<file path="src/design/ppmp6_pkg.sv">
// ----------------------------------------------------------------------------
// ppmp6_pkg
// Shared types and constants of the P6 stream parser: parser phases, result
// kinds, error codes, character codes and the result record.
// ----------------------------------------------------------------------------
package ppmp6_pkg;

    typedef enum logic [2:0] {
        PH_MAGIC0,
        PH_MAGIC1,
        PH_SKIP,
        PH_COMMENT,
        PH_NUMBER,
        PH_PIXELS,
        PH_DONE,
        PH_FAULT
    } phase_t;

    typedef enum logic [1:0] {
        KIND_HEADER,
        KIND_PIXEL,
        KIND_ERROR
    } kind_t;

    localparam logic [2:0] ERR_NONE        = 3'd0;
    localparam logic [2:0] ERR_MAGIC       = 3'd1;
    localparam logic [2:0] ERR_MALFORMED   = 3'd2;
    localparam logic [2:0] ERR_UNSUPPORTED = 3'd3;
    localparam logic [2:0] ERR_TRUNCATED   = 3'd4;

    localparam logic [7:0] CH_P     = 8'h50;
    localparam logic [7:0] CH_6     = 8'h36;
    localparam logic [7:0] CH_HASH  = 8'h23;
    localparam logic [7:0] CH_LF    = 8'h0A;
    localparam logic [7:0] CH_TAB   = 8'h09;
    localparam logic [7:0] CH_CR    = 8'h0D;
    localparam logic [7:0] CH_SPACE = 8'h20;
    localparam logic [7:0] CH_ZERO  = 8'h30;
    localparam logic [7:0] CH_NINE  = 8'h39;

    // decimal fields saturate here; only this maxval is supported
    localparam logic [15:0] NUM_CAP = 16'd32768;
    localparam logic [15:0] MAXVAL  = 16'd255;

    typedef struct packed {
        kind_t       kind;
        logic [7:0]  pixel_byte;
        logic [14:0] image_width;
        logic [14:0] image_height;
        logic [2:0]  error_code;
        logic        run_last;
    } result_t;

endpackage

</file>
<file path="src/design/ppmp6_parse_core.sv">
// ----------------------------------------------------------------------------
// ppmp6_parse_core
// Parser state and the single-pass step logic: one byte in, up to two
// result records out (a header or pixel record, then an end-of-data error).
// ----------------------------------------------------------------------------
module ppmp6_parse_core #(
    parameter int MAX_DIM = 16384
) (
    input  logic                aclk,
    input  logic                aresetn,
    input  logic                fire,
    input  logic [7:0]          byte_in,
    input  logic                eod_in,
    output ppmp6_pkg::result_t  res0,
    output ppmp6_pkg::result_t  res1,
    output logic [1:0]          res_count
);

    localparam int          ROW_W     = $clog2(3 * MAX_DIM + 1);
    localparam logic [15:0] DIM_LIMIT = 16'(MAX_DIM);

    typedef struct packed {
        ppmp6_pkg::phase_t phase;
        logic [1:0]        field_index;
        logic [15:0]       number_accum;
        logic [14:0]       saved_width;
        logic [14:0]       saved_height;
        logic [ROW_W-1:0]  row_bytes_left;
        logic [14:0]       rows_left;
    } state_t;

    state_t state_reg;
    state_t state_next;

    function automatic state_t init_state();
        state_t z;
        z       = '0;
        z.phase = ppmp6_pkg::PH_MAGIC0;
        return z;
    endfunction

    function automatic logic [ROW_W-1:0] row_bytes(input logic [14:0] w);
        logic [16:0] t;
        t = {2'b00, w} + {1'b0, w, 1'b0};
        return ROW_W'(t);
    endfunction

    function automatic ppmp6_pkg::result_t error_result(input logic [2:0] code);
        ppmp6_pkg::result_t r;
        r            = '0;
        r.kind       = ppmp6_pkg::KIND_ERROR;
        r.error_code = code;
        r.run_last   = 1'b1;
        return r;
    endfunction

    // close the number held in the accumulator
    function automatic state_t finish_number(input state_t cur,
                                             output logic emit,
                                             output ppmp6_pkg::result_t r);
        state_t      nx;
        logic [14:0] keep;
        nx   = cur;
        emit = 1'b0;
        r    = '0;
        keep = (cur.number_accum == '0 || cur.number_accum > DIM_LIMIT) ?
               '0 : cur.number_accum[14:0];
        nx.number_accum = '0;
        if (cur.field_index == 2'd0) begin
            nx.saved_width = keep;
            nx.field_index = 2'd1;
            nx.phase       = ppmp6_pkg::PH_SKIP;
        end else if (cur.field_index == 2'd1) begin
            nx.saved_height = keep;
            nx.field_index  = 2'd2;
            nx.phase        = ppmp6_pkg::PH_SKIP;
        end else if (cur.saved_width == '0 || cur.saved_height == '0 ||
                     cur.number_accum != ppmp6_pkg::MAXVAL) begin
            nx.phase = ppmp6_pkg::PH_FAULT;
            emit     = 1'b1;
            r        = error_result(ppmp6_pkg::ERR_UNSUPPORTED);
        end else begin
            nx.row_bytes_left = row_bytes(cur.saved_width);
            nx.rows_left      = cur.saved_height;
            nx.phase          = ppmp6_pkg::PH_PIXELS;
            emit              = 1'b1;
            r.kind            = ppmp6_pkg::KIND_HEADER;
            r.image_width     = cur.saved_width;
            r.image_height    = cur.saved_height;
        end
        return nx;
    endfunction

    // byte classes
    logic              is_digit;
    logic              is_ws;
    logic [3:0]        digit;
    logic [18:0]       accum_prod;
    logic [15:0]       accum_step;
    ppmp6_pkg::phase_t btw_phase;
    logic              btw_fail;

    assign is_digit   = byte_in inside {[ppmp6_pkg::CH_ZERO:ppmp6_pkg::CH_NINE]};
    assign is_ws      = (byte_in == ppmp6_pkg::CH_SPACE) ||
                        (byte_in inside {[ppmp6_pkg::CH_TAB:ppmp6_pkg::CH_CR]});
    assign digit      = 4'(byte_in - ppmp6_pkg::CH_ZERO);
    // accum * 10 + digit, saturating
    assign accum_prod = {state_reg.number_accum, 3'b000} +
                        {2'b00, state_reg.number_accum, 1'b0} + 19'(digit);
    assign accum_step = (accum_prod > 19'(ppmp6_pkg::NUM_CAP)) ?
                        ppmp6_pkg::NUM_CAP : accum_prod[15:0];

    // a byte where whitespace, a comment or a number may start
    always_comb begin
        btw_fail  = 1'b0;
        btw_phase = ppmp6_pkg::PH_SKIP;
        if (is_digit) begin
            btw_phase = ppmp6_pkg::PH_NUMBER;
        end else if (is_ws) begin
            btw_phase = ppmp6_pkg::PH_SKIP;
        end else if (byte_in == ppmp6_pkg::CH_HASH) begin
            btw_phase = ppmp6_pkg::PH_COMMENT;
        end else begin
            btw_fail = 1'b1;
        end
    end

    state_t             s;
    logic               a_emit;
    logic               b_emit;
    logic               fin_emit;
    ppmp6_pkg::result_t a_res;
    ppmp6_pkg::result_t b_res;
    ppmp6_pkg::result_t fin_res;
    logic [ROW_W-1:0]   rbl_dec;

    always_comb begin
        s        = state_reg;
        a_emit   = 1'b0;
        a_res    = '0;
        b_emit   = 1'b0;
        b_res    = '0;
        fin_emit = 1'b0;
        fin_res  = '0;
        rbl_dec  = state_reg.row_bytes_left - ROW_W'(1);

        case (state_reg.phase)
            ppmp6_pkg::PH_MAGIC0: begin
                if (byte_in == ppmp6_pkg::CH_P) begin
                    s.phase = ppmp6_pkg::PH_MAGIC1;
                end else begin
                    s.phase = ppmp6_pkg::PH_FAULT;
                    a_emit  = 1'b1;
                    a_res   = error_result(ppmp6_pkg::ERR_MAGIC);
                end
            end
            ppmp6_pkg::PH_MAGIC1: begin
                if (byte_in == ppmp6_pkg::CH_6) begin
                    s.phase = ppmp6_pkg::PH_SKIP;
                end else begin
                    s.phase = ppmp6_pkg::PH_FAULT;
                    a_emit  = 1'b1;
                    a_res   = error_result(ppmp6_pkg::ERR_MAGIC);
                end
            end
            ppmp6_pkg::PH_SKIP: begin
                if (btw_fail) begin
                    s.phase = ppmp6_pkg::PH_FAULT;
                    a_emit  = 1'b1;
                    a_res   = error_result(ppmp6_pkg::ERR_MALFORMED);
                end else begin
                    s.phase = btw_phase;
                    if (is_digit) begin
                        s.number_accum = {12'd0, digit};
                    end
                end
            end
            ppmp6_pkg::PH_COMMENT: begin
                if (byte_in == ppmp6_pkg::CH_LF) begin
                    s.phase = ppmp6_pkg::PH_SKIP;
                end
            end
            ppmp6_pkg::PH_NUMBER: begin
                if (is_digit) begin
                    s.number_accum = accum_step;
                end else begin
                    s      = finish_number(state_reg, fin_emit, fin_res);
                    a_emit = fin_emit;
                    a_res  = fin_res;
                    // width or height ended: this byte may open a comment
                    if (state_reg.field_index < 2'd2) begin
                        if (btw_fail) begin
                            s.phase = ppmp6_pkg::PH_FAULT;
                            a_emit  = 1'b1;
                            a_res   = error_result(ppmp6_pkg::ERR_MALFORMED);
                        end else begin
                            s.phase = btw_phase;
                        end
                    end
                end
            end
            ppmp6_pkg::PH_PIXELS: begin
                a_emit           = 1'b1;
                a_res            = '0;
                a_res.kind       = ppmp6_pkg::KIND_PIXEL;
                a_res.pixel_byte = byte_in;
                s.row_bytes_left = rbl_dec;
                if (rbl_dec == '0) begin
                    s.rows_left = state_reg.rows_left - 15'd1;
                    if (s.rows_left == '0) begin
                        a_res.run_last = 1'b1;
                        s.phase        = ppmp6_pkg::PH_DONE;
                    end else begin
                        s.row_bytes_left = row_bytes(state_reg.saved_width);
                    end
                end
            end
            default: begin
            end
        endcase

        if (eod_in) begin
            if (s.phase == ppmp6_pkg::PH_NUMBER) begin
                s      = finish_number(s, fin_emit, fin_res);
                a_emit = fin_emit;
                a_res  = fin_res;
            end
            if (s.phase == ppmp6_pkg::PH_MAGIC0 || s.phase == ppmp6_pkg::PH_MAGIC1) begin
                b_emit = 1'b1;
                b_res  = error_result(ppmp6_pkg::ERR_MAGIC);
            end else if (s.phase == ppmp6_pkg::PH_SKIP ||
                         s.phase == ppmp6_pkg::PH_COMMENT) begin
                b_emit = 1'b1;
                b_res  = error_result(ppmp6_pkg::ERR_MALFORMED);
            end else if (s.phase == ppmp6_pkg::PH_PIXELS) begin
                b_emit = 1'b1;
                b_res  = error_result(ppmp6_pkg::ERR_TRUNCATED);
            end
            s = init_state();
        end

        state_next = s;
        res0       = a_emit ? a_res : b_res;
        res1       = b_res;
        res_count  = {1'b0, a_emit} + {1'b0, b_emit};
    end

    always_ff @(posedge aclk) begin
        if (!aresetn) begin
            state_reg <= init_state();
        end else if (fire) begin
            state_reg <= state_next;
        end
    end

endmodule

</file>
<file path="src/design/ppmp6_result_fifo.sv">
// ----------------------------------------------------------------------------
// ppmp6_result_fifo
// Four-entry result queue: takes up to two records a cycle, hands out one.
// ----------------------------------------------------------------------------
module ppmp6_result_fifo (
    input  logic                aclk,
    input  logic                aresetn,
    input  logic [1:0]          push_count,
    input  ppmp6_pkg::result_t  push0,
    input  ppmp6_pkg::result_t  push1,
    output logic                room_for_two,
    output logic                out_valid,
    input  logic                out_ready,
    output ppmp6_pkg::result_t  out_data
);

    localparam int DEPTH = 4;
    localparam int PTR_W = $clog2(DEPTH);
    localparam int CNT_W = $clog2(DEPTH + 1);

    ppmp6_pkg::result_t mem [DEPTH];

    logic [PTR_W-1:0] wr_ptr_reg;
    logic [PTR_W-1:0] rd_ptr_reg;
    logic [CNT_W-1:0] count_reg;
    logic [PTR_W-1:0] wr_ptr_plus;
    logic             pop;

    assign wr_ptr_plus  = wr_ptr_reg + PTR_W'(1);
    assign out_valid    = (count_reg != '0);
    assign pop          = out_valid && out_ready;
    assign room_for_two = (count_reg <= CNT_W'(DEPTH - 2));
    assign out_data     = mem[rd_ptr_reg];

    always_ff @(posedge aclk) begin
        if (!aresetn) begin
            wr_ptr_reg <= '0;
            rd_ptr_reg <= '0;
            count_reg  <= '0;
        end else begin
            wr_ptr_reg <= wr_ptr_reg + PTR_W'(push_count);
            rd_ptr_reg <= rd_ptr_reg + PTR_W'(pop);
            count_reg  <= count_reg + CNT_W'(push_count) - CNT_W'(pop);
        end
    end

    always_ff @(posedge aclk) begin
        if (push_count != 2'd0) begin
            mem[wr_ptr_reg] <= push0;
        end
        if (push_count == 2'd2) begin
            mem[wr_ptr_plus] <= push1;
        end
    end

endmodule

</file>
<file path="src/design/ppm_p6_stream_parser.sv">
// ----------------------------------------------------------------------------
// ppm_p6_stream_parser
// Streaming parser for binary PPM (P6) files, one file byte per request.
// ----------------------------------------------------------------------------
// Input channel (s_): one file byte per request; s_end_of_data marks the
// last byte of the file and returns the parser to its start state.
// Result channel (m_): a header record (width, height), then one record per
// pixel component byte, run_last on the final one; an error record
// (run_last set) ends a bad or short file. A byte may give no record (magic,
// whitespace, comments, digits, trailing data) or two (last byte of a file
// that stops early: header or pixel record, then the truncated error).
// Path: a taken byte waits in the input register, is parsed, and its records
// are written into the four-entry result queue, whose head drives m_.
// Throughput: one byte per cycle, as the parse logic steps once for each byte
// it fires on; the queue must have room for two records for a byte to be parsed.
// Receiver stall: records pile up in the queue; once it holds more than two
// the parse stage holds its byte and s_ready drops. Nothing is lost.
// Reset: synchronous, active low; clears the parser state, the input
// register and the queue.
// ----------------------------------------------------------------------------
module ppm_p6_stream_parser #(
    parameter int MAX_DIM = 16384
) (
    input  logic        aclk,
    input  logic        aresetn,
    input  logic        s_valid,
    output logic        s_ready,
    input  logic [7:0]  s_byte_value,
    input  logic        s_end_of_data,
    output logic        m_valid,
    input  logic        m_ready,
    output logic [1:0]  m_kind,
    output logic [7:0]  m_pixel_byte,
    output logic [14:0] m_image_width,
    output logic [14:0] m_image_height,
    output logic [2:0]  m_error_code,
    output logic        m_run_last
);

    // input register
    logic       in_valid_reg;
    logic [7:0] in_byte_reg;
    logic       in_eod_reg;

    // parse stage handshake
    logic               fire;
    logic               room_for_two;
    logic [1:0]         res_count;
    logic [1:0]         push_count;
    ppmp6_pkg::result_t res0;
    ppmp6_pkg::result_t res1;
    ppmp6_pkg::result_t head;

    // the byte in the register is parsed once the queue can take two records
    assign fire       = in_valid_reg && room_for_two;
    assign s_ready    = !in_valid_reg || fire;
    assign push_count = fire ? res_count : 2'd0;

    always_ff @(posedge aclk) begin
        if (!aresetn) begin
            in_valid_reg <= 1'b0;
        end else if (s_valid && s_ready) begin
            in_valid_reg <= 1'b1;
        end else if (fire) begin
            in_valid_reg <= 1'b0;
        end
    end

    always_ff @(posedge aclk) begin
        if (s_valid && s_ready) begin
            in_byte_reg <= s_byte_value;
            in_eod_reg  <= s_end_of_data;
        end
    end

    ppmp6_parse_core #(
        .MAX_DIM (MAX_DIM)
    ) u_core (
        .aclk      (aclk),
        .aresetn   (aresetn),
        .fire      (fire),
        .byte_in   (in_byte_reg),
        .eod_in    (in_eod_reg),
        .res0      (res0),
        .res1      (res1),
        .res_count (res_count)
    );

    ppmp6_result_fifo u_fifo (
        .aclk         (aclk),
        .aresetn      (aresetn),
        .push_count   (push_count),
        .push0        (res0),
        .push1        (res1),
        .room_for_two (room_for_two),
        .out_valid    (m_valid),
        .out_ready    (m_ready),
        .out_data     (head)
    );

    assign m_kind         = head.kind;
    assign m_pixel_byte   = head.pixel_byte;
    assign m_image_width  = head.image_width;
    assign m_image_height = head.image_height;
    assign m_error_code   = head.error_code;
    assign m_run_last     = head.run_last;

    // a byte held back by a full queue stays in the input register
    a_stall_keeps_byte: assert property (
        @(posedge aclk) disable iff (!aresetn)
        !s_ready |=> in_valid_reg && $stable(in_byte_reg) && $stable(in_eod_reg)
    ) else $error("stalled input byte was lost");

    // a header is only reported for accepted, nonzero sizes
    a_header_sizes: assert property (
        @(posedge aclk) disable iff (!aresetn)
        m_valid && m_kind == ppmp6_pkg::KIND_HEADER |->
            m_image_width != '0 && m_image_height != '0 && m_error_code == ppmp6_pkg::ERR_NONE
    ) else $error("header record with zero size or error code");

    // every error record ends the run and carries a code
    a_error_ends_run: assert property (
        @(posedge aclk) disable iff (!aresetn)
        m_valid && m_kind == ppmp6_pkg::KIND_ERROR |->
            m_run_last && m_error_code != ppmp6_pkg::ERR_NONE
    ) else $error("error record without run_last or code");

    // the queue never gets records without a parsed byte
    a_push_needs_fire: assert property (
        @(posedge aclk) disable iff (!aresetn)
        push_count != 2'd0 |-> fire && room_for_two
    ) else $error("records pushed without a parsed byte");

endmodule
</file>
<file path="config.mk">
export PLATFORM = sky130hd
export DESIGN_NAME = ppm_p6_stream_parser
export DESIGN_NICKNAME = d
export VERILOG_FILES = /design/src/design/ppmp6_pkg.sv /design/src/design/ppmp6_parse_core.sv /design/src/design/ppmp6_result_fifo.sv /design/src/design/ppm_p6_stream_parser.sv
export SDC_FILE = /design/constraint.sdc
export NUM_CORES = 1
export LEC_CHECK = 0
export BUFFER_PORTS_ARGS = -buffer_cell sky130_fd_sc_hd__buf_2
export CAP_MARGIN = 10
export CELL_PAD_IN_SITES_DETAIL_PLACEMENT = 1
export CELL_PAD_IN_SITES_GLOBAL_PLACEMENT = 1
export CORE_MARGIN = 2
export CORE_UTILIZATION = 32
export CTS_CLUSTER_DIAMETER = 30
export DETAILED_ROUTE_END_ITERATION = 7
export GPL_TIMING_DRIVEN = 0
export PLACE_DENSITY = 0.64
export SETUP_SLACK_MARGIN = 0.15
export SYNTH_ARGS = -nofsm -noshare
export SYNTH_HDL_FRONTEND = slang
export SYNTH_SLANG_ARGS = --single-unit
</file>
<file path="constraint.sdc">
create_clock -name aclk -period 7.8 [get_ports aclk]
set_input_delay 0.39 -clock aclk [delete_from_list [all_inputs] [get_ports aclk]]
set_output_delay 0.39 -clock aclk [all_outputs]
set_load 0.005 [all_outputs]
</file>
# After elaboration in Yosys (flattened, before gate mapping)
# Memories as Yosys holds them, arrays and structs flattened. A register that Yosys moved wholly into a read port is not among the register bits.
# Cells that the tools add are included.
[word_totals] reg_bits=99 ram_bits=176 inputBits=13 out_inout_bits=46 memories=1
[memory_table] memory="u_fifo.mem" words=4 width=44 rd=1 rd_clocked_by_memory_dff=1 write_ports=2 line_no="ppmp6_result_fifo.sv:21" rtl="ppmp6_pkg::result_t mem [DEPTH];"
[op_classes] add_sub_neg=13 order_cmp=9 n_eq_ne=20 muxes=100 reduce_logical=31
[op_table] op="44-bit 2-to-1 mux" n=17
[op_table] op="82-bit 2-to-1 mux" n=3
[op_table] op="44-bit one-hot mux with 5 select lines" n=1
[op_table] op="31-bit 2-to-1 mux" n=5
[op_table] op="46-bit 2-to-1 mux" n=2
[op_table] op="15-bit 2-to-1 mux" n=6
[op_table] op="30-bit 2-to-1 mux" n=3
[op_table] op="16-bit 2-to-1 mux" n=5
[op_table] op="15-bit zero test" n=5
[op_table] op="31-bit one-hot mux with 2 select lines" n=1
[op_table] op="61-bit 2-to-1 mux" n=1
[op_table] op="16-bit zero test" n=3
[op_table] op="3-bit 2-to-1 mux" n=13
[op_table] op="15-bit by 16-bit adder with 16-bit output" n=2
[op_table] op="16-bit by 15-bit > comparator with 1-bit output, second input constant" n=2
[op_table] op="16-bit by 8-bit inequality test with 1-bit output, second input constant" n=2
[op_table] op="16-bit one-hot mux with 2 select lines" n=1
[op_table] op="1-bit 2-to-1 mux" n=28
[op_table] op="8-bit by 6-bit equality test with 1-bit output, second input constant" n=3
[op_table] op="19-bit by 17-bit adder with 19-bit output" n=1
[op_table] op="19-bit by 4-bit adder with 19-bit output" n=1
[op_table] op="19-bit by 16-bit > comparator with 1-bit output, second input constant" n=1
[op_table] op="2-bit 2-to-1 mux" n=9
[op_table] op="3-bit one-hot mux with 6 select lines" n=1
[op_table] op="31 further kinds" n=57

# Longest topological paths before layout
# Gate-level depths: netlist of run 1.
[logic_depth] ltp_word=26 mapped_depth=25

# Cells and area by module
# From an unflattened synthesis of run 1, not the netlist that was laid out.
[unflattened] cells_unflattened=1534 area_unflattened_um2=17197.7
[by_module_without_submodules] module="ppmp6_result_fifo" instances=1 cells_per_inst=471 area_per_inst_um2=8921.1 seq_area_each_um2=5425.2
[by_module_without_submodules] module="ppmp6_parse_core" instances=1 cells_per_inst=1046 area_per_inst_um2=7926.4 seq_area_each_um2=1641.6
[by_module_without_submodules] module="ppm_p6_stream_parser" instances=1 cells_per_inst=17 area_per_inst_um2=350.3 seq_area_each_um2=290.3

# Worst setup path after synthesis of run 1
# Ideal clock, no wire load.
[synth_timing] path_type="register to register" startpoint="register u_core.state_reg[61] (netlist name)" endpoint="memory u_fifo.mem[2][0] (netlist name), enable pin" arrival_time_ns=5.738 required_ns=7.527 slack_ns=1.788 stages_incl_launch_ff=25 path_buffers=5 cell_sequence="dfxtp_1 clkbuf_1 inv_1 fa_1 inv_1 ha_1 a211oi_1 o21bai_1 a2111o_1 a21o_1 a221oi_1 nand3_2 a2111oi_2 o22ai_1 o41a_1 clkbuf_1 inv_1 ha_1 o21ai_1 or2_2 clkbuf_1 and2_1 clkbuf_1 buf_1 inv_1"
[synth_rtl] element="start, declared" line_no="ppmp6_parse_core.sv:32" rtl="state_t state_reg;"
[synth_rtl] element="start signal, assigned" line_no="ppmp6_parse_core.sv:250" rtl="state_reg <= init_state();"
[synth_rtl] element="start signal, assigned" line_no="ppmp6_parse_core.sv:252" rtl="state_reg <= state_next;"
[synth_rtl] element="end, declared" line_no="ppmp6_result_fifo.sv:21"

==> results.yml, run 1 <==
worst_hold_path:
  hp-class: "primary input to flip-flop"
route:
  antenna_left: 0
  drcViolationCount: 0
  wl_um: 57300
  drt-wirelength-per-cell_um: 23.7
  drtIter0Drc: 918
  via_per_inst: 5.96
  first_pass_iters: 5
  vias: 14408
sta:
  rsz0062_at_grt: "false"
  worst-slew-pin-transition_ps: 1120
  fin_skew_ps: 37.1
  fin_crit_sh_pct: 92.7
  setup_viol: 0
  period_needed_ps: 7230
  slew_viol_final: 0
  layout_setup_ws_ps: 573
  hold_violations: 0
  clock.fmax_mhz: 138
  maxSlewHeadroom_pct: 25.3
critical_path:
  crit_slowest_cell: "fa_1"
  cp-start-kind: "flip-flop"
  cp_common_cell: "clkbuf_1"
  endpoint_kind: "flip-flop"
  setup.worst_path.class: "flip-flop to flip-flop"
  crit_path_max_incr_delay_ps: 580
  reg2reg_depth: 24
  endpoint: "u_fifo.mem[2][28]"
  critPathArrivalTime_ps: 7770
  worstSetupStartpoint: "u_core.state_reg[61]"
  crit_chain: "clkbuf_2 -> inv_1 -> fa_1 -> inv_1 -> ha_1 -> a211oi_1 -> o21bai_1 -> a2111o_1 -> a21o_1 -> a221oi_2 -> nand3_2 -> a2111oi_2 -> o22ai_1 -> o41a_1 -> clkbuf_1 -> inv_1 -> ha_1 -> o21ai_2 -> or2_2 -> clkbuf_1 -> and2_1 -> clkbuf_1 -> clkbuf_1 -> a32o_1"
  cp_max_fo: 10
  cp.required_ps: 8340
  worst-r2r-setup-slack_ps: 570
  r2r_end: "u_fifo.mem[2][28]"
  r2r-start: "u_core.state_reg[61]"
cells_and_area:
  final_layout_size_suffix_gt1_share_pct: 16.1
  largest_reg_flops: 176
  final_common_cell: "dfxtp_1"
  final_cell_mix: "dfxtp_1 (246), a32o_1 (152), nor2_1 (135)"
  area_delta_synth_final_pct: 24.6
  fin_nets: 1829
  n_antenna_cell: 0
status:
  outcome: "finished clean"
synthesis:
  netlist_instances: 1599
  syn_area_um2: 15200
  ys.flop_type: "dfxtp_1"
  synth.distinct_cells: 87
  synth_fp_nets: 1681
  ys_warn_count: 0
  synth_edf_count: 29
  postSynth.asyncResetShare_pct: 0
  ys_seq_elements: 275
  syn_area_per_cell_um2: 9.53
  synth-seq-area-share_pct: 38.0
die:
  rows: 79
  die_area_um2: 49400
  die_h_um: 222
  core-area_um2: 46800
  initial_utilization_pct: 32.6
  ios: 59
  dieWidth_um: 222
global_route:
  first_global_vias: 15040
  gr-total-overflow: 0
  grt_pass1_wl_um: 88200
  track_usage_pct: 23.0
  grt_max_degree: 13
  antenna_found_initial: 0
power_and_ir_drop:
  peakVddDrop_mv: 0.153
  power_density_nw_per_um2: 273
  finalPower_w: 0.00518
  power.leakage_nw: 7.21
clocking:
  path_clk_slew_ps: 40
  cts_sinks: 275
  cts_root_buffer: "clkbuf_16"
  cts_buffers: 79
  htree_levels: 3
  cts_tree: "built"
  insertion_delay_ps: 620
  clk_path_buf_depth: 3
place:
  dp_slack_ps: -329
  gp_congestion: 0.930
  dpl.hpwl_um: 40400
  io_buffers: 57
flow_run:
  maxCapViolations: 0
==> logic make-up after synthesis <==
family | count (synthesis) | synth area share [%]
AOI/OAI and AO/OA | 536 | 26.6
xor gates and xnor gates | 30 | 1.72
adders and majority gates | 69 | 5.86
buffers and inverters | 185 | 5.53
DFF | 275 | 38.0
muxes | 51 | 6.96
and+or+nand+nor | 453 | 15.3
==> power by group <==
part	leakage (nW)	switching, W	internal (W)	total, W
Combinational	3.72	0.000443	0.000214	0.000657
Clock	1.23	0.000978	0.00206	0.00304
Sequential	2.26	0.0000173	0.00147	0.00148
Total	7.21	0.00144	0.00374	0.00518
==> how the worst min path moves through the flow <==
stage | from | to | cells after the start
finish | s_valid | in_valid_reg | 3
CTS | s_valid | in_valid_reg | 3
global route | s_valid | in_valid_reg | 3
global placement | u_fifo.mem[1][42] | u_fifo.mem[1][42] | 2
detailed placement | u_fifo.mem[3][42] | u_fifo.mem[3][42] | 2
floorplan | u_fifo.mem[2][42] | u_fifo.mem[2][42] | 2
==> what timing repair did <==
item	4_1_cts	5_1_grt
buffers inserted	0	0
hold buffers	9	0
setup endpoints to repair	135	154
hold endpoints to repair	9	0
pin swaps	0	0
resized for setup	13	15
==> worst max-delay path, delay by kind of cell (launching register included) <==
family / cells / cell delay (ps)
compound gates: 10 / 3270
buf+inv: 8 / 1950
fa+ha+maj: 3 / 1170
simple gates: 3 / 490
flops: 1 / 320
==> per-layer routing <==
metal	up-vias	wire (um)	global-route usage (%)	share of wire, %
met1	7250	24900	29.1	43
met4	0	2810	12.8	4.9
li1	6561	-	-	-
met2	454	26300	37.0	46
met3	143	3390	4.46	5.9
met5	-	0	0	0
==> metrics by stage <==
| stage | hold slack [ps] | cell area, um2 | setup TNS, ps | utilization, % | cells |
|---|---|---|---|---|---|
| 6_report | 63.3 | 19000 | 0 | 40.6 | 2416 |
| 2_1_floorplan | 420 | 15200 | 0 | - | 1599 |
| 4_1_cts | 47.0 | 18900 | 0 | 40.5 | 2415 |
| 5_1_grt | 62.1 | 19000 | 0 | 40.6 | 2416 |
| 3_5_place_dp | 447 | 16300 | -5310 | 34.8 | 2263 |
| 3_3_place_gp | 434 | 16300 | -2180 | 34.8 | 2263 |
==> cell type report <==
class                   instances  area, um2
clock buffers                 103       2150
well taps                     607        759
inverters                      58        218
clock inverters                40        399
multi-input cells            1139       8630
flip-flops and latches        275       5800
repair buffers                 67        390
plain buffers                 127        644
fillers                      5312      27800
==> synthesized netlist by cell type (all sizes together) (9+ instances only) <==
library cell	instances	area (um2)
a211oi	15	118
a21boi	10	75.1
a21o	15	113
a21oi	90	450
a22oi	48	360
a31oi	16	100
a32o	152	1520
and2	22	138
and3	16	100
and3b	9	78.8
buf	31	265
clkbuf	96	360
dfxtp	246	4920
edfxtp	29	871
ha	65	813
inv	57	214
mux4	44	991
nand2	84	318
nand2b	13	81.3
nand3	32	165
nand4	17	106
nor2	136	513
nor2b	15	93.8
nor3	37	190
nor4	24	163
o211ai	13	97.6
o21ai	81	405
o22ai	20	125
or3	9	61.3
xnor2	18	158
xor2	12	105
(Power assumes the default switching activity.)
==> run 2, diff against run 1 <==
- PLACE_DENSITY: 0.64 -> 0.67
- SLEW_MARGIN: default -> 20
- clock period: 7.8 -> 5.9 ns (I/O delays scaled with it)
==> results.yml, run 2 (same netlist as run 1, synthesis figures left out) <==
status:
  outcome: "finished clean"
sta:
  worst-slew-pin-transition_ps: 1030
  setup_viol: 0
  maxSlewHeadroom_pct: 31.3
  period_needed_ps: 5670
  clock.fmax_mhz: 176
  fin_tns_setup_ps: 0
  rsz0062_at_grt: "true"
  hold_violations: 0
  slew_viol_final: 0
  fin_crit_sh_pct: 96.1
  fin_skew_ps: 42.1
route:
  vias: 14714
  drt-wirelength-per-cell_um: 24.3
  drtIter0Drc: 1220
  via_per_inst: 6.02
  wl_um: 59400
  drcViolationCount: 0
  first_pass_iters: 5
  antenna_left: 0
cells_and_area:
  n_antenna_cell: 0
  final_cell_mix: "dfxtp_1 (239), a32o_1 (152), nor2_1 (131)"
  final_layout_size_suffix_gt1_share_pct: 21.2
  area_delta_synth_final_pct: 30.6
  final_cell_area_um2: 19900
  largest_reg_flops: 176
  fin_nets: 1860
  final_common_cell: "dfxtp_1"
die:
  core-area_um2: 46800
  ios: 59
  die_h_um: 222
  dieWidth_um: 222
  rows: 79
  initial_utilization_pct: 32.6
  die_area_um2: 49400
clocking:
  clk_path_buf_depth: 3
  cts_buffers: 73
  path_clk_slew_ps: 40
  insertion_delay_ps: 630
  cts_sinks: 275
  htree_levels: 3
  cts_root_buffer: "clkbuf_16"
  cts_tree: "built"
flow_run:
  maxCapViolations: 0
global_route:
  first_global_vias: 15244
  gr-total-overflow: 0
  globalRouteMet3Util_pct: 4.11
  grt_max_degree: 12
  grt_util_met2_pct: 39.0
  grtUsageMet1_pct: 28.9
  top_usage_layer: "met2"
  grt_pass1_wl_um: 89800
  track_usage_pct: 23.4
  antenna_found_initial: 0
place:
  io_buffers: 57
  dpl.hpwl_um: 40200
  gp_congestion: 0.924
  placed_area_um2: 16300
critical_path:
  setup.worst_path.class: "flip-flop to flip-flop"
  cp-start-kind: "flip-flop"
  cp_max_fo: 6
  crit_chain: "buf_6 -> inv_6 -> fa_2 -> inv_2 -> ha_4 -> a211oi_4 -> o21bai_1 -> a2111o_1 -> a21o_1 -> a221oi_4 -> nand3_2 -> a2111oi_4 -> o22ai_2 -> o41a_1 -> clkbuf_8 -> inv_4 -> ha_4 -> nand2_8 -> or3_4 -> buf_8 -> and2_4 -> buf_12 -> buf_12 -> clkinvlp_4"
  endpoint_kind: "flip-flop"
  critPathArrivalTime_ps: 5970
  crit_path_max_incr_delay_ps: 600
  cp.required_ps: 6200
  crit_slowest_cell: "fa_2"
power_and_ir_drop:
  power.net_switching_w: 0.00193
  internal-power_w: 0.00491
  peakVddDrop_mv: 0.201
  power.leakage_nw: 7.59
  pwr-share-seq_pct: 28.7
  swShare_pct: 28.2
  p_clk_share_pct: 56.2
  pwr-share-comb_pct: 15.1
  power_density_nw_per_um2: 343
worst_hold_path:
  hp-class: "primary input to flip-flop"
## run 2: repair_timing
item	4_1_cts	5_1_grt
hold endpoints to repair	10	0
setup buffers	15	18
pin swaps	18	19
endpoints found under the setup margin	201	185
hold buffers	10	0
cloned	0	6
gates resized for setup	120	82
## run 2: metrics by stage
stage / util [%] / cells / total power, W / setup WS, ps / hold WS (ps)
floorplan: - / 1599 / 0.00254 / 225 / 394
global placement: 34.9 / 2263 / 0.00281 / -1760 / 434
detailed placement: 34.9 / 2263 / 0.00283 / -1860 / 448
CTS: 41.4 / 2421 / 0.00678 / 179 / 172
global route: 42.6 / 2445 / 0.00705 / 14.2 / 203
finish: 42.6 / 2445 / 0.00683 / 229 / 192
## run 2: final timing paths
kind	cells past startpoint	end	slack (ps)	startpoint
max reg2reg	24	u_fifo.mem[2][3]	230	in_byte_reg[3]
min	3	u_core.state_reg[4]	190	aresetn
max	24	u_fifo.mem[2][3]	230	in_byte_reg[3]
min reg2reg	1	u_fifo.mem[2][31]	460	u_fifo.mem[2][31]
## run 2: per-layer routing
layer  vias to the layer above  part of all wire [%]
met3                       158                   6.0
met5                         -                     0
met1                      7410                    42
li1                       6615                     -
met4                         0                   4.5
met2                       531                    48
## run 2: cell type report
cell class | count | area (um2)
tap | 607 | 759
sequential | 275 | 5800
buffer | 125 | 945
clock buffer | 105 | 2070
clock inverter | 30 | 342
timing repair buffer | 106 | 845
inverter | 58 | 240
multi-input combinational | 1139 | 8890
fill | 5236 | 26900
## run 2: worst max-delay path: cells and delay by family (launching register included)
family | cells | cell delay, ps
adder cells (fa/ha/maj) | 3 | 990
AO/OA/AOI/OAI | 8 | 2330
AND/OR/NAND/NOR | 4 | 780
flip-flops | 1 | 330
buffers and inverters | 9 | 920
## run 2: power groups by stage
stage	sequential, W	clock [W]	combinational, W
6_report	0.00196	0.00384	0.00103
5_1_grt	0.00196	0.00398	0.00110
4_1_cts	0.00196	0.00388	0.000940
3_5_place_dp	0.00199	0	0.000843
3_3_place_gp	0.00199	0	0.000825
2_1_floorplan	0.00198	0	0.000556
==> run 3, diff against run 2 <==
- clock period: 5.9 -> 5.05 ns (I/O delays scaled with it)
==> results.yml, run 3 (same netlist as run 1, synthesis figures left out) <==
place:
  io_buffers: 57
  dp_slack_ps: -1680
  gp_congestion: 0.939
  dpl.hpwl_um: 40600
  placed_area_um2: 16500
sta:
  setup_viol: 201
  layout_setup_ws_ps: -598
  worst-slew-pin-transition_ps: 1050
  fin_tns_setup_ps: -98270
  clock.fmax_mhz: 177
  maxSlewHeadroom_pct: 30.3
  fin_skew_ps: 21.3
  hold_violations: 0
  rsz0062_at_grt: "true"
  slew_viol_final: 0
  fin_crit_sh_pct: 112
  hold-worst-slack_ps: 179
  period_needed_ps: 5650
route:
  vias: 14949
  first_pass_iters: 5
  drt-wirelength-per-cell_um: 25.2
  antenna_left: 0
  wl_um: 61900
  drcViolationCount: 0
  drtIter0Drc: 1113
  via_per_inst: 6.07
worst_hold_path:
  hp-class: "primary input to flip-flop"
die:
  dieWidth_um: 222
  rows: 79
  core-area_um2: 46800
  die_h_um: 222
  die_area_um2: 49400
  initial_utilization_pct: 32.6
  ios: 59
status:
  outcome: "complete, but fails checks"
  violations: "setup timing"
global_route:
  antenna_found_initial: 0
  track_usage_pct: 24.7
  grt_max_degree: 11
  gr-total-overflow: 0
  first_global_vias: 15781
  grt_pass1_wl_um: 94400
critical_path:
  timing.critical_path.max_delay_family: "compound AO/OA/AOI/OAI gates"
  cp.required_ps: 5580
  critPathArrivalTime_ps: 6180
  cp_max_fo: 10
  endpoint_kind: "flip-flop"
  critPathBufInv: 9
  crit_path_max_incr_delay_ps: 570
  setup.worst_path.class: "flip-flop to flip-flop"
  cp-start-kind: "flip-flop"
  crit_slowest_cell: "fa_2"
cells_and_area:
  final_cell_area_um2: 20700
  n_antenna_cell: 0
  finish.utilization_pct: 44.3
  final_common_cell: "dfxtp_1"
  largest_reg_flops: 176
  final_layout_size_suffix_gt1_share_pct: 24.2
  area_delta_synth_final_pct: 35.8
  fin_nets: 1884
  final_cell_mix: "dfxtp_1 (235), a32o_1 (150), nor2_1 (131)"
clocking:
  cts_buffers: 70
  cts_tree: "built"
  cts_root_buffer: "clkbuf_16"
  htree_levels: 3
  path_clk_slew_ps: 50
  clk_path_buf_depth: 3
  insertion_delay_ps: 600
  cts_sinks: 275
power_and_ir_drop:
  power_density_nw_per_um2: 398
  power.leakage_nw: 7.96
  peakVddDrop_mv: 0.227
flow_run:
  maxCapViolations: 0
run 3: changes by cell type in the layout (fill, tap and decap cells not counted), sizes merged:
cell      change
buf          +11
bufinv        +6
clkbuf        -3
clkinv        -4
clkinvlp      +6
inv           +1
run 3: layout make-up:
cell class | count | area [um2]
Fill cell | 5146 | 26100
Multi-Input combinational cell | 1139 | 9070
Inverter | 58 | 244
Buffer | 126 | 1250
Clock buffer | 86 | 1910
Tap cell | 607 | 759
Sequential cell | 275 | 5810
Timing Repair Buffer | 132 | 1120
Clock inverter | 39 | 515
run 3: layer usage:
layer	global-route usage, %	share of wire [%]
met1	30.6	42
met2	40.9	48
met3	4.21	5.9
met4	13.4	4.5
met5	0	0
run 3: power by group:
group,switching [W],internal (W)
Clock,0.00146,0.00315
Combinational,0.000797,0.000549
Sequential,0.0000320,0.00226
run 3: timing repair:
action	4_1_cts	5_1_grt
resized for setup	173	51
hold endpoints to repair	10	0
buffers inserted	41	8
cloned	13	3
hold buffers	10	0
pin swaps	34	20
setup endpoints to repair	201	201
run 3: metrics by stage:
step / total power, W / cells
2_1_floorplan: 0.00300 / 1599
3_3_place_gp: 0.00332 / 2263
3_5_place_dp: 0.00335 / 2263
4_1_cts: 0.00819 / 2451
5_1_grt: 0.00851 / 2462
6_report: 0.00824 / 2462
run 3: worst register-to-register path, delay by kind of cell (launching register included):
family	cells	cell delay (ps)
flip-flops	1	340
adder cells (fa/ha/maj)	3	1000
buffers and inverters	9	1060
AO/OA/AOI/OAI	11	2960
AND/OR/NAND/NOR	2	220
run 3: final timing paths:
kind                             start                   end  slack (ps)  depth (start not counted)
setup / recovery  u_core.state_reg[63]     u_fifo.mem[0][15]        -600                         25
hold / removal                 m_ready  u_fifo.rd_ptr_reg[0]         180                          4
setup reg to reg  u_core.state_reg[63]     u_fifo.mem[0][15]        -600                         25
hold reg to reg      u_fifo.mem[1][40]     u_fifo.mem[1][40]         460                          1
